## src/hw/rtl/aabb_pkg.sv

```systemverilog
// Package of the AABB overlap scan core: sizes, mode codes, box word type.
// Depends on nothing; every RTL file but the assertion header takes it by scoped names.
`default_nettype none

package aabb_pkg;

  localparam int MAX_BOXES  = 64;
  localparam int COORD_BITS = 24;
  localparam int EDGE_W     = COORD_BITS + 1;
  localparam int SLOT_W     = 6;
  localparam int COUNT_W    = 7;
  localparam int ID_W       = 16;
  localparam int POS_W      = $clog2(MAX_BOXES + 1);

  localparam logic MODE_LOAD  = 1'b0;
  localparam logic MODE_QUERY = 1'b1;

  typedef struct packed {
    logic signed [EDGE_W-1:0] xl;
    logic signed [EDGE_W-1:0] xh;
    logic signed [EDGE_W-1:0] yl;
    logic signed [EDGE_W-1:0] yh;
    logic [ID_W-1:0]          entity;
    logic                     body_ok;
    logic [ID_W-1:0]          body;
  } box_t;

  function automatic logic signed [EDGE_W-1:0] edge_sum(
    input logic signed [COORD_BITS-1:0] p,
    input logic signed [COORD_BITS-1:0] o
  );
    edge_sum = EDGE_W'(p) + EDGE_W'(o);
  endfunction

endpackage

`default_nettype wire

```

## src/hw/rtl/aabb_cell.sv

```systemverilog
// One table cell: holds one box and one stage of the readout shift chain.
// Depends on aabb_pkg for the box word type.
`default_nettype none

module aabb_cell (
  input  wire logic        clk,
  input  wire logic        wr_en,
  input  wire aabb_pkg::box_t wr_box,
  input  wire logic        copy,
  input  wire logic        shift,
  input  wire aabb_pkg::box_t shift_in,
  output aabb_pkg::box_t   stage
);

  aabb_pkg::box_t held;

  always_ff @(posedge clk) begin
    if (wr_en) begin
      held <= wr_box;
    end
    if (copy) begin
      stage <= held;
    end else if (shift) begin
      stage <= shift_in;
    end
  end

endmodule

`default_nettype wire

```

## config.mk

```make
export PLATFORM = sky130hd
export DESIGN_NAME = aabb_cell
export DESIGN_NICKNAME = d
export VERILOG_FILES = /design/src/hw/rtl/aabb_pkg.sv /design/src/hw/rtl/aabb_cell.sv
export SDC_FILE = /design/constraint.sdc
export NUM_CORES = 1
export LEC_CHECK = 0
export BUFFER_PORTS_ARGS = -buffer_cell sky130_fd_sc_hd__buf_4
export CAP_MARGIN = 20
export CORE_ASPECT_RATIO = 0.9
export CORE_MARGIN = 5
export CORE_UTILIZATION = 43
export CTS_CLUSTER_SIZE = 24
export DETAILED_ROUTE_END_ITERATION = 16
export PLACE_DENSITY = 0.74
export SLEW_MARGIN = 20
export SYNTH_ARGS = -nofsm -noshare
export SYNTH_HDL_FRONTEND = slang
export SYNTH_SLANG_ARGS = --single-unit
```

## constraint.sdc

```tcl
create_clock -name clk -period 4.3 [get_ports clk]
set_clock_uncertainty 0.1 [all_clocks]
set_input_delay 0.645 -clock clk [delete_from_list [all_inputs] [get_ports clk]]
set_output_delay 0.645 -clock clk [all_outputs]
set_load 0.02 [all_outputs]
```

==> flow_summary_export.csv, run 1 <==
group,metric,value,unit
global_routing,use_met3,6.29,%
synthesis,synthCells,415,
synthesis,ys_ff_latch,266,
clocking,cts_tree,"yes",
synthesis,synth.net_count,685,
synthesis,synth_top_area_share,81.2,%
clocking,clk_pin_slew,0.06,ns
drt,routed_wl,23300,um
synthesis,async_flop_share,0,%
sta,tightest_slew,0.777,ns
clocking,cts_max_path_buffers,3,
global_routing,grt_antenna_before_repair,0,
power_and_ir_drop,power.leakage,5.84,nW
place,post-dp-hpwl,17300,um
worst_hold_path,hold_end,"held[1]",
layout,drive_gt1_share,67.5,%
power_and_ir_drop,power.density,451,nW/um^2
worst_hold_path,hp-class,"in -> reg",
synthesis,synth_area,9840,um^2
layout,design.final.nets,1107,
synthesis,yosysTopAreaCell,"edfxtp_1",
layout,area_delta_synth_final,43.3,%
worst_setup_path,critPathArrivalTime,1.12,ns
clocking,clock_sinks,266,
worst_setup_path,rr_worst_depth,1,
layout,instances_no_fill,1156,
place,place.gp.congestion,0.771,
worst_setup_path,crit_buf_inv,1,
synthesis,synth_most_common_cell,"edfxtp_1",
synthesis,yosysWarnings,0,
clocking,postCtsSetupBuffers,0,
drt,viasPerCell,4.73,
worst_setup_path,required,3.56,ns
global_routing,use_met2,29.7,%
drt,drt-wirelength-per-cell,20.2,um
sta,setup_violations,0,
global_routing,gr-usage-met1,19.3,%
clocking,cts_buffers,28,
worst_setup_path,endpoint_kind,"primary output",
run_status,status,"complete, no violations",
sta,finalHoldViolCount,0,
worst_setup_path,critPathMaxFanout,1,
layout,final_core_util,62.6,%
worst_setup_path,critPathKind,"reg -> out",
sta,slew_violations,0,
sta,rsz0062_at_grt,"false",
drt,num_vias,5469,
clocking,ctsHoldBuffers,0,
worst_setup_path,crit_path_start,"stage[12]",
worst_setup_path,cp_slowest_stage_delay,0.41,ns
floorplan,ios,403,
clocking,cts-root-buf,"clkbuf_16",
sta,slew-limit-headroom,48.2,%
worst_hold_path,hold_start,"wr_box[1]",
synthesis,yosysUniqueCellTypes,6,
global_routing,grt_pass1_vias,5871,
worst_setup_path,cp_cell_sequence,"buf_4",
drt,firstDrtPassIters,6,
drt,drt_iter0_markers,329,
synthesis,ys_top_cells_by_count,"266 x edfxtp_1, 74 x mux2_2, 59 x mux2_4",
worst_setup_path,r2r-end,"stage[100]",
synthesis,synth_area_leaders,"edfxtp_1 81%, mux2_4 9.0%, mux2_2 8.5%",
clocking,htree_levels,1,
worst_setup_path,crit_family,"flip-flops",
drt,drc_errors,0,
run,cap_violations,0,
global_routing,busiest_layer,"met2",
sta,fmax,0.537,GHz
clocking,clk_latency,0.52,ns
floorplan,die_area,26000,um^2
floorplan,die_x,169,um
sta,fin_crit,1.86,ns
layout,antennaDiodeCount,0,
place,placedCellCount,1104,
global_routing,overflow,0,
synthesis,synth-edff-count,266,
worst_hold_path,holdPathStages,1,
global_routing,grt_pass1_wl,34100,um
synthesis,ys_seq_area_share,81.2,%
worst_setup_path,r2r-start,"held[100]",
worst_setup_path,crit_slowest_cell,"edfxtp_1",
worst_setup_path,startpoint_type,"flip-flop",
place,place.port_buffers,402,
synthesis,synth_top_flop_cell,"edfxtp_1",
clocking,cts_resized,0,
sta,fin_tns_setup,0,ns
floorplan,rows,52,
drt,drtAntennaViolNets,0,
worst_setup_path,rrSetupSlack,3.25,ns
floorplan,coreArea,22500,um^2
sta,post-route-period-util,43.3,%
synthesis,avgSynthCellArea,23.7,um^2
global_routing,gr-usage-all-layers,17.0,%
power_and_ir_drop,ir_drop,0.417,mV
global_routing,grt_max_degree,69,
floorplan,start_util,43.7,%
floorplan,dieHeight,153,um
cell families (layout without fill, tap and decap cells):
kind of cell / count (synthesis) / after routing / synth area share [%]
mux: 133 / 133 / 17.5
buf+inv: 15 / 459 / 1.27
flops: 266 / 266 / 81.2
simple gates: 1 / 1 / 0.0636
per-layer routing:
metal	wire length (um)	share of wire, %
met4	925	4.0
met3	2390	10
met5	0	0
met1	8120	35
met2	11900	51
through the flow:
step	total power, mW	cell area [um^2]	setup WS [ns]	hold slack (ns)
global route	6.60	14100	2.39	0.163
detailed placement	4.07	13200	1.91	0.431
global placement	4.05	13200	1.91	0.424
finish	6.35	14100	2.44	0.194
floorplan	3.60	9840	1.06	0.423
CTS	6.44	14100	2.39	0.161
where the power goes:
part	switching [mW]	leakage [nW]	internal (mW)
Clock	0.938	0.434	1.41
Sequential	0.0630	2.66	3.13
Combinational	0.374	2.75	0.441
Total	1.37	5.84	4.98
worst max path at each step:
stage                           end  slack [ns]  cells past startpoint
after floorplan            stage[0]        1.06                      4
after CTS                 stage[12]        2.39                      1
final                     stage[12]        2.44                      1
after detailed placement  stage[68]        1.91                      3
after global routing      stage[42]        2.39                      1
after global placement    stage[42]        1.91                      3
layout make-up:
cell class,instances,area [um^2]
Fill cell,1626,8420
Multi-Input combinational cell,134,1730
Sequential cell,266,7990
Tap cell,297,372
Clock inverter,17,159
Timing Repair Buffer,407,3100
Clock buffer,35,748
state kept, by name, indices dropped and copies added (netlist names):
name,flops
held,133
stage,133
cell usage in the layout (no fill, tap or decap), drive strengths merged:
master    count
bufinv        3
clkinv       11
clkbuf       35
mux2        133
or2           1
buf         407
clkinvlp      3
edfxtp      266
No activity file was read; power rests on OpenSTA's default activity.
==> run 2, diff against run 1 <==
- CORE_UTILIZATION: 43 -> 45
- clock period: 4.3 -> 1.85 ns (I/O delays scaled with it)
==> run 2 against run 1 <==
Against the previous run:
- the flow now stops in clock tree synthesis
- synthesized area unchanged
- synthesized cell count is the same
==> flow_summary_export.csv, run 2 <==
group,metric,value,unit
synthesis,synth_top_flop_cell,"edfxtp_1",
floorplan,start_util,45.6,%
clocking,cts_resized,0,
clocking,postCtsSetupBuffers,0,
floorplan,die_x,166,um
synthesis,async_flop_share,0,%
clocking,clock_sinks,266,
clocking,cts-root-buf,"clkbuf_16",
clocking,htree_levels,1,
clocking,cts_max_path_buffers,3,
run_status,status,"aborted with a tool error",
floorplan,ios,403,
synthesis,yosysUniqueCellTypes,6,
place,place.port_buffers,402,
clocking,ctsHoldBuffers,232,
run_status,tool.error,"[ERROR RSZ-0060] Max buffer count reached.",
synthesis,ys_ff_latch,266,
run_status,haltStage,"clock tree synthesis",
floorplan,dieHeight,150,um
synthesis,synth_top_area_share,81.2,%
synthesis,synth_most_common_cell,"edfxtp_1",
synthesis,synth_area,9840,um^2
synthesis,synth.net_count,685,
place,place.gp.congestion,0.832,
floorplan,rows,51,
synthesis,avgSynthCellArea,23.7,um^2
synthesis,yosysWarnings,0,
synthesis,synthCells,415,
clocking,cts_buffers,28,
synthesis,ys_seq_area_share,81.2,%
synthesis,yosysTopAreaCell,"edfxtp_1",
place,post-dp-hpwl,18200,um
synthesis,synth_area_leaders,"edfxtp_1 81%, mux2_4 9.0%, mux2_2 8.5%",
place,place_ws,0.314,ns
synthesis,ys_top_cells_by_count,"266 x edfxtp_1, 74 x mux2_2, 59 x mux2_4",
synthesis,synth-edff-count,266,
place,dpl_cell_area,13300,um^2
run 2: cell counts after synthesis:
No cell type changed its count.
run 2: cells by family after synthesis:
group / synth area share (%)
muxes: 17.5
buffers and inverters: 1.27
and+or+nand+nor: 0.0636
DFF: 81.2
run 2: stage by stage:
stage	cells	util, %	hold WS (ns)	TNS [ns]
after floorplan	415	-	0.276	-43.99
after global placement	1102	61.5	0.356	0
after detailed placement	1102	61.5	0.357	0
==> run 3, diff against run 2 <==
- CORE_ASPECT_RATIO: 0.9 -> default
- CORE_UTILIZATION: 45 -> 30
- CTS_CLUSTER_SIZE: 24 -> default
- PLACE_DENSITY: 0.74 -> default
- PLACE_DENSITY_LB_ADDON: default -> 0.15
==> run 3 against run 2 <==
Against the previous run:
- the flow again stops in clock tree synthesis
- synthesized area did not move
- synthesized cell count stayed put
==> flow_summary_export.csv, run 3 <==
group,metric,value,unit
run_status,tool.error,"[ERROR RSZ-0060] Max buffer count reached.",
floorplan,die_x,191,um
clocking,cts-root-buf,"clkbuf_16",
synthesis,async_flop_share,0,%
synthesis,ys_ff_latch,266,
clocking,postCtsSetupBuffers,0,
synthesis,synth_top_area_share,81.2,%
place,post-dp-hpwl,19100,um
run_status,status,"aborted with a tool error",
clocking,htree_levels,1,
synthesis,yosysUniqueCellTypes,6,
clocking,ctsHoldBuffers,263,
clocking,clock_sinks,266,
floorplan,rows,66,
synthesis,ys_top_cells_by_count,"266 x edfxtp_1, 74 x mux2_2, 59 x mux2_4",
synthesis,yosysTopAreaCell,"edfxtp_1",
floorplan,ios,403,
place,place.port_buffers,402,
synthesis,synth_area_leaders,"edfxtp_1 81%, mux2_4 9.0%, mux2_2 8.5%",
synthesis,synth-edff-count,266,
place,place_ws,0.298,ns
clocking,cts_max_path_buffers,3,
synthesis,ys_seq_area_share,81.2,%
place,place.gp.congestion,0.769,
run_status,haltStage,"clock tree synthesis",
synthesis,avgSynthCellArea,23.7,um^2
synthesis,synth.net_count,685,
clocking,cts_buffers,28,
floorplan,dieHeight,191,um
floorplan,start_util,30.3,%
clocking,cts_resized,0,
synthesis,synth_most_common_cell,"edfxtp_1",
synthesis,synth_area,9840,um^2
synthesis,synthCells,415,
synthesis,synth_top_flop_cell,"edfxtp_1",
synthesis,yosysWarnings,0,
[run 3: kinds of logic after synthesis]
family,after synthesis,synth area share [%]
muxes,133,17.5
buffers and inverters,15,1.27
DFF,266,81.2
and+or+nand+nor,1,0.0636
[run 3: per-stage QoR]
| stage | area [um^2] | hold slack (ns) | TNS, ns | std cells |
|---|---|---|---|---|
| after detailed placement | 13500 | 0.357 | 0 | 1259 |
| after global placement | 13500 | 0.356 | 0 | 1259 |
| after floorplan | 9850 | 0.276 | -43.99 | 415 |
